**config.mk**
```make
export PLATFORM = sky130hd
export DESIGN_NAME = kth_permutation_unrank_unit
export DESIGN_NICKNAME = d
export VERILOG_FILES = /design/src/rtl/kpu_pkg.sv /design/src/rtl/kth_permutation_unrank_unit.sv
export SDC_FILE = /design/constraint.sdc
export NUM_CORES = 1
export LEC_CHECK = 0
export BUFFER_PORTS_ARGS = -buffer_cell sky130_fd_sc_hd__buf_2
export CORE_UTILIZATION = 40
export CTS_CLUSTER_SIZE = 8
export DETAILED_ROUTE_END_ITERATION = 6
export GPL_TIMING_DRIVEN = 1
export HOLD_SLACK_MARGIN = 0.02
export SLEW_MARGIN = 20
export SYNTH_ARGS = -nofsm -noshare
export SYNTH_HDL_FRONTEND = slang
export SYNTH_SLANG_ARGS = --single-unit
export TNS_END_PERCENT = 1
```
**constraint.sdc**
```tcl
create_clock -name clk_i -period 4.8 [get_ports clk_i]
set_input_delay 0.24 -clock clk_i [delete_from_list [all_inputs] [get_ports clk_i]]
set_output_delay 0.24 -clock clk_i [all_outputs]
set_load 0.005 [all_outputs]
```
**src/rtl/kpu_pkg.sv**
```systemverilog
// kpu_pkg: shared types and constants for the k-th permutation unrank unit
// no dependencies

package kpu_pkg;

  localparam int unsigned LenW  = 4;
  localparam int unsigned RankW = 16;
  localparam int unsigned FactW = RankW + 1;

  typedef enum logic [2:0] {
    ST_IDLE = 3'b001,
    ST_DIV  = 3'b010,
    ST_ERR  = 3'b100
  } kpu_state_e;

  // m! saturated to FactW bits, anything above the rank range reads as all ones
  function automatic logic [FactW-1:0] fact_sat(input logic [LenW-1:0] m);
    logic [FactW-1:0] f;
    unique case (m)
      4'd0:    f = FactW'(1);
      4'd1:    f = FactW'(1);
      4'd2:    f = FactW'(2);
      4'd3:    f = FactW'(6);
      4'd4:    f = FactW'(24);
      4'd5:    f = FactW'(120);
      4'd6:    f = FactW'(720);
      4'd7:    f = FactW'(5040);
      4'd8:    f = FactW'(40320);
      default: f = '1;
    endcase
    return f;
  endfunction

endpackage

```
**src/rtl/kth_permutation_unrank_unit.sv**
```systemverilog
// kth_permutation_unrank_unit: k-th lexicographic permutation of 1..n, one element a result
// depends on kpu_pkg
//
//   channel   signals                                               direction
//   in        in_valid_i in_ready_o perm_length_i rank_i             request in
//   out       out_valid_o out_ready_i element_o last_o rank_error_o  result out
//
// one shared subtract-compare unit peels each factorial digit by repeated subtraction:
// each subtraction steps the pool index; once r is below the factorial the element goes out
// a bad length or rank passes through ST_ERR and yields one error result
// in_ready_o is high only while idle; a stalled output register holds the sequencer
// reset clears the sequencer and the output valid, no clearing pass

module kth_permutation_unrank_unit
  import kpu_pkg::*;
#(
  parameter int unsigned MAX_LENGTH = 8
) (
  input  logic             clk_i,
  input  logic             rst_ni,
  input  logic             in_valid_i,
  output logic             in_ready_o,
  input  logic [LenW-1:0]  perm_length_i,
  input  logic [RankW-1:0] rank_i,
  output logic             out_valid_o,
  input  logic             out_ready_i,
  output logic [LenW-1:0]  element_o,
  output logic             last_o,
  output logic             rank_error_o
);

  localparam int unsigned PoolDepth = (MAX_LENGTH < 15) ? MAX_LENGTH : 15;
  localparam int unsigned IdxW      = (PoolDepth > 1) ? $clog2(PoolDepth) : 1;
  localparam logic [LenW-1:0] MaxLen = LenW'(PoolDepth);

  kpu_state_e       state_q, state_d;
  logic [RankW-1:0] r_q, r_d;
  logic [LenW-1:0]  rem_q, rem_d;
  logic [IdxW-1:0]  idx_q, idx_d;
  logic [LenW-1:0]  pool_q [PoolDepth];
  logic [LenW-1:0]  pool_d [PoolDepth];

  logic             out_valid_q, out_valid_d;
  logic [LenW-1:0]  element_q, element_d;
  logic             last_q, last_d;
  logic             err_q, err_d;

  logic             in_fire, out_free, bad_req, ge_f, at_end;
  logic [FactW-1:0] f_cur;
  logic [FactW:0]   diff;

  assign in_ready_o = (state_q == ST_IDLE);
  assign in_fire    = in_valid_i && in_ready_o;
  assign out_free   = !out_valid_q || out_ready_i;

  assign bad_req = (perm_length_i == '0) || (perm_length_i > MaxLen) || (rank_i == '0) ||
                   ({1'b0, rank_i} > fact_sat(perm_length_i));

  // shared subtract-compare against the current factorial
  assign f_cur  = fact_sat(rem_q - LenW'(1));
  assign diff   = {2'b00, r_q} - {1'b0, f_cur};
  assign ge_f   = !diff[FactW];
  assign at_end = (LenW'(idx_q) == rem_q - LenW'(1));

  always_comb begin
    state_d     = state_q;
    r_d         = r_q;
    rem_d       = rem_q;
    idx_d       = idx_q;
    pool_d      = pool_q;
    out_valid_d = out_valid_q && !out_ready_i;
    element_d   = element_q;
    last_d      = last_q;
    err_d       = err_q;
    unique case (state_q)
      ST_IDLE: begin
        if (in_fire) begin
          if (bad_req) begin
            state_d = ST_ERR;
          end else begin
            state_d = ST_DIV;
            r_d     = rank_i - RankW'(1);
            rem_d   = perm_length_i;
            idx_d   = '0;
            for (int i = 0; i < PoolDepth; i++) begin
              pool_d[i] = LenW'(i + 1);
            end
          end
        end
      end
      ST_DIV: begin
        if (ge_f && !at_end) begin
          r_d   = diff[RankW-1:0];
          idx_d = idx_q + IdxW'(1);
        end else if (out_free) begin
          out_valid_d = 1'b1;
          element_d   = pool_q[idx_q];
          last_d      = (rem_q == LenW'(1));
          err_d       = 1'b0;
          for (int i = 0; i < PoolDepth - 1; i++) begin
            if (i >= int'(idx_q)) begin
              pool_d[i] = pool_q[i+1];
            end
          end
          rem_d = rem_q - LenW'(1);
          idx_d = '0;
          if (rem_q == LenW'(1)) begin
            state_d = ST_IDLE;
          end
        end
      end
      ST_ERR: begin
        if (out_free) begin
          out_valid_d = 1'b1;
          element_d   = '0;
          last_d      = 1'b1;
          err_d       = 1'b1;
          state_d     = ST_IDLE;
        end
      end
      default: state_d = ST_IDLE;
    endcase
  end

  always_ff @(posedge clk_i or negedge rst_ni) begin
    if (!rst_ni) begin
      state_q     <= ST_IDLE;
      out_valid_q <= 1'b0;
    end else begin
      state_q     <= state_d;
      out_valid_q <= out_valid_d;
    end
  end

  always_ff @(posedge clk_i) begin
    r_q       <= r_d;
    rem_q     <= rem_d;
    idx_q     <= idx_d;
    pool_q    <= pool_d;
    element_q <= element_d;
    last_q    <= last_d;
    err_q     <= err_d;
  end

  assign out_valid_o  = out_valid_q;
  assign element_o    = element_q;
  assign last_o       = last_q;
  assign rank_error_o = err_q;

  a_div_rem_nonzero: assert property (@(posedge clk_i) disable iff (!rst_ni)
    (state_q == ST_DIV) |-> (rem_q != '0))
    else $error("sequencer working with no positions left");

  a_idx_in_pool: assert property (@(posedge clk_i) disable iff (!rst_ni)
    (state_q == ST_DIV) |-> (LenW'(idx_q) < rem_q))
    else $error("digit index beyond remaining pool");

  a_err_shape: assert property (@(posedge clk_i) disable iff (!rst_ni)
    (out_valid_q && err_q) |-> (element_q == '0 && last_q))
    else $error("error result not a single zero element");

  a_err_one_result: assert property (@(posedge clk_i) disable iff (!rst_ni)
    (state_q == ST_ERR && out_free) |=> (state_q == ST_IDLE && out_valid_q && err_q))
    else $error("error request did not yield its result");

  a_digit_done: assert property (@(posedge clk_i) disable iff (!rst_ni)
    (state_q == ST_DIV && !(ge_f && !at_end) && out_free) |=>
      (out_valid_q && !err_q && element_q != '0))
    else $error("finished digit produced no element");

endmodule
```
==> run_results.csv <==
group,metric,value,unit
min_path,hold_path_class,"input port to async pin",
power,power.internal,1.24,mW
clock_network,cts.sinks,58,
power,power.share.clock,30.0,%
worst_setup_path,rr_worst_depth,12,
clock_network,cts_buffers,9,
die,die-area,11600,µm²
timing,finalSetupViolations,0,
die,die_x,108,µm
global_route,grt_pass1_wl,18.0,mm
detailed_routing,via_per_inst,5.67,
synthesis,synth_fp_nets,535,
detailed_routing,drc,0,
clock_network,htree_levels,3,
synthesis,synth-seq-cells,58,
clock_network,root_buffer,"clkbuf_8",
timing,slew_viol_final,0,
worst_setup_path,worstPathRequired,4.79,ns
timing,skew,0.0117,ns
final_layout,layout_common_cells,"54 x edfxtp_1, 47 x a21oi_1, 42 x ha_1",
die,die_h,108,µm
synthesis,yosysSeqAreaShare,38.7,%
synthesis,synth_async_sr_flop_share,6.90,%
power,switching_share,35.4,%
global_route,grt_max_degree,36,
worst_setup_path,path_class,"register to register",
detailed_routing,first_iter_violations,230,
final_layout,n_antenna_cell,0,
timing,finalCritPeriodShare,86.1,%
clock_network,clock_latency,0.35,ns
detailed_routing,wl_per_cell,16.9,µm
die,io_pins,32,
placement,port_buffers,31,
global_route,grt_pass1_vias,3675,
global_route,overflow,0,
final_layout,drive_above_1_share,14.3,%
synthesis,synth.avg_cell_area,9.52,µm²
clock_network,cts_tree,"done",
placement,place_inst,626,
detailed_routing,routed_wl,10.8,mm
final_layout,nNetsFinal,565,
synthesis,ys_types,60,
clock_network,clk_pin_slew,0.07,ns
power,seqPwrFrac,35.4,%
synthesis,synth_edf_count,54,
worst_setup_path,worstPathArrival,4.12,ns
clock_network,cts.path.max_buffers,2,
synthesis,syn_area,4450,µm²
placement,place_congestion,0.844,
die,start_util,41.1,%
global_route,track_usage,20.6,%
global_route,antenna_found_initial,0,
synthesis,synthFlopType,"edfxtp_1",
die,core.rowCount,38,
power,power_switching,0.678,mW
worst_setup_path,path_max_fanout,9,
timing,maxSlewHeadroom,51.6,%
detailed_routing,ant_nets,0,
timing,worst_slew_pin_slew,0.720,ns
detailed_routing,vias,3647,
clock_network,ctsResizeCount,0,
timing,period_needed,4.13,ns
timing,max_freq,242,MHz
placement,hpwl,8.39,mm
timing,fin_setup_tns,0,ns
power,power.density,382,nW/µm²
power,comb_power_share,34.6,%
power,p_leak,2.01,nW
final_layout,final_common_cell,"edfxtp_1",
timing,final-hold-violation-count,0,
detailed_routing,first_pass_iters,5,
worst_setup_path,critPathCaptureType,"register",
status,status,"finished, final reports clean",
timing,rsz0062_at_grt,"false",
worst_setup_path,crit_path_start_kind,"register",
power,ir_drop,0.180,mV
die,core,10800,µm²
synthesis,synth_warnings,0,
final_layout,area_growth,12.4,%
final_layout,fill_cells,1053,
flow_run,max-cap-violations,0,
final_layout,layout.cells.non_filler,643,
synthesis,synthCells,468,
-- worst max-delay path, cell delays in order (launching register included) --
cell and delay (ns):
edfxtp_1 0.51, inv_1 0.13, ha_1 0.25, xnor2_1 0.42, a21oi_1 0.27, a21oi_1 0.29, ha_1 0.28, nor2b_1 0.14
o2111ai_1 0.28, a21o_1 0.26, o211a_1 0.36, o221ai_1 0.16, a21oi_1 0.44
-- synthesized netlist by cell type, drive strengths merged, types with 3 or more instances --
| master | count | area [µm²] |
|---|---|---|
| a21oi | 47 | 235 |
| mux4 | 4 | 90.1 |
| inv | 21 | 78.8 |
| a211oi | 5 | 37.5 |
| nand3 | 16 | 80.1 |
| xor2 | 11 | 96.3 |
| o21ai | 28 | 140 |
| and3 | 16 | 100 |
| a21boi | 5 | 37.5 |
| o31ai | 5 | 37.5 |
| nand2b | 10 | 62.6 |
| nor4 | 9 | 75.1 |
| ha | 42 | 526 |
| nor2 | 36 | 135 |
| o211ai | 5 | 37.5 |
| or3 | 3 | 18.8 |
| and2 | 4 | 25.0 |
| a21o | 7 | 52.6 |
| nand2 | 41 | 154 |
| mux2i | 3 | 30.0 |
| nand4 | 3 | 18.8 |
| edfxtp | 54 | 1620 |
| dfrtp | 3 | 75.1 |
| buf | 7 | 35.0 |
| nor3 | 11 | 71.3 |
| o22ai | 4 | 25.0 |
| nor3b | 4 | 35.0 |
| o21bai | 4 | 30.0 |
| nor2b | 4 | 25.0 |
| xnor2 | 14 | 123 |
| clkbuf | 12 | 45.0 |
| a31oi | 4 | 25.0 |
-- path summary, 6_finish.rpt --
| kind | start | end | slack (ns) |
|---|---|---|---|
| setup / recovery | rem_q[0]$_DFFE_PP_ | pool_q[31]$_SDFFCE_PN0P_ | 0.67 |
| hold / removal | rst_ni | state_q[2]$_DFFE_PN0P_ | 0.23 |
| setup reg to reg | rem_q[0]$_DFFE_PP_ | pool_q[31]$_SDFFCE_PN0P_ | 0.67 |
| hold reg to reg | pool_q[24]$_SDFFCE_PN0P_ | pool_q[28]$_SDFFCE_PN1P_ | 0.55 |
| max in group asynchronous | rst_ni | state_q[0]$_DFFE_PN1P_ | 4.37 |
| min in group clk_i | in_valid_i | state_q[0]$_DFFE_PN1P_ | 0.29 |
-- layer usage --
layer	wire length, µm	track usage [%]
met1	4590	25.1
met2	5330	34.5
met3	555	4.00
met4	368	10.6
met5	0	0
-- kinds of logic after synthesis --
kind of cell	count (synthesis)	share of synthesized area (%)
AOI/OAI and AO/OA	132	18.8
xor gates and xnor gates	25	4.92
adders and majority gates	43	12.2
buffers and inverters	40	3.57
DFF	58	38.7
muxes	7	2.70
and+or+nand+nor	163	19.0
-- what timing repair did --
action | 4_1_cts | 5_1_grt
setup buffers | 0 | 0
hold endpoints to repair | 4 | 0
hold buffers | 1 | 0
-- area by class of cell --
cell class | instances | area, µm² | share of cell area, %
Clock inverter | 7 | 125 | 2.50
Inverter | 21 | 78.8 | 1.57
Multi-Input combinational cell | 370 | 2570 | 51.4
Sequential cell | 58 | 1720 | 34.4
Timing Repair Buffer | 38 | 210 | 4.20
Clock buffer | 9 | 124 | 2.47
Tap cell | 140 | 175 | 3.50
-- power by group through the flow --
stage               combinational (mW)  clock, mW  sequential [mW]
detailed placement               0.657          0            0.688
CTS                              0.661      0.582            0.677
floorplan                        0.501          0            0.662
global placement                 0.651          0            0.687
finish                           0.663      0.574            0.676
global route                     0.748      0.600            0.684
-- per-stage QoR --
stage	setup slack, ns	utilization [%]	area, µm²	power (mW)	hold slack, ns
after floorplan	1.27	-	4450	1.16	-0.0556
after global placement	0.828	43.8	4750	1.34	0.0564
after detailed placement	0.715	43.8	4750	1.34	0.0569
after CTS	0.684	46.2	5010	1.92	0.211
after global routing	0.296	46.2	5010	2.03	0.239
final	0.667	46.2	5010	1.91	0.226
-- registers in the layout, indices dropped and copies added, names as in the netlist --
name          flops
element_o         4
idx_q             3
last_o            1
out_valid_o       1
pool_q           25
r_q              16
rank_error_o      1
rem_q             4
state_q           3
(Power assumes the default switching activity.)
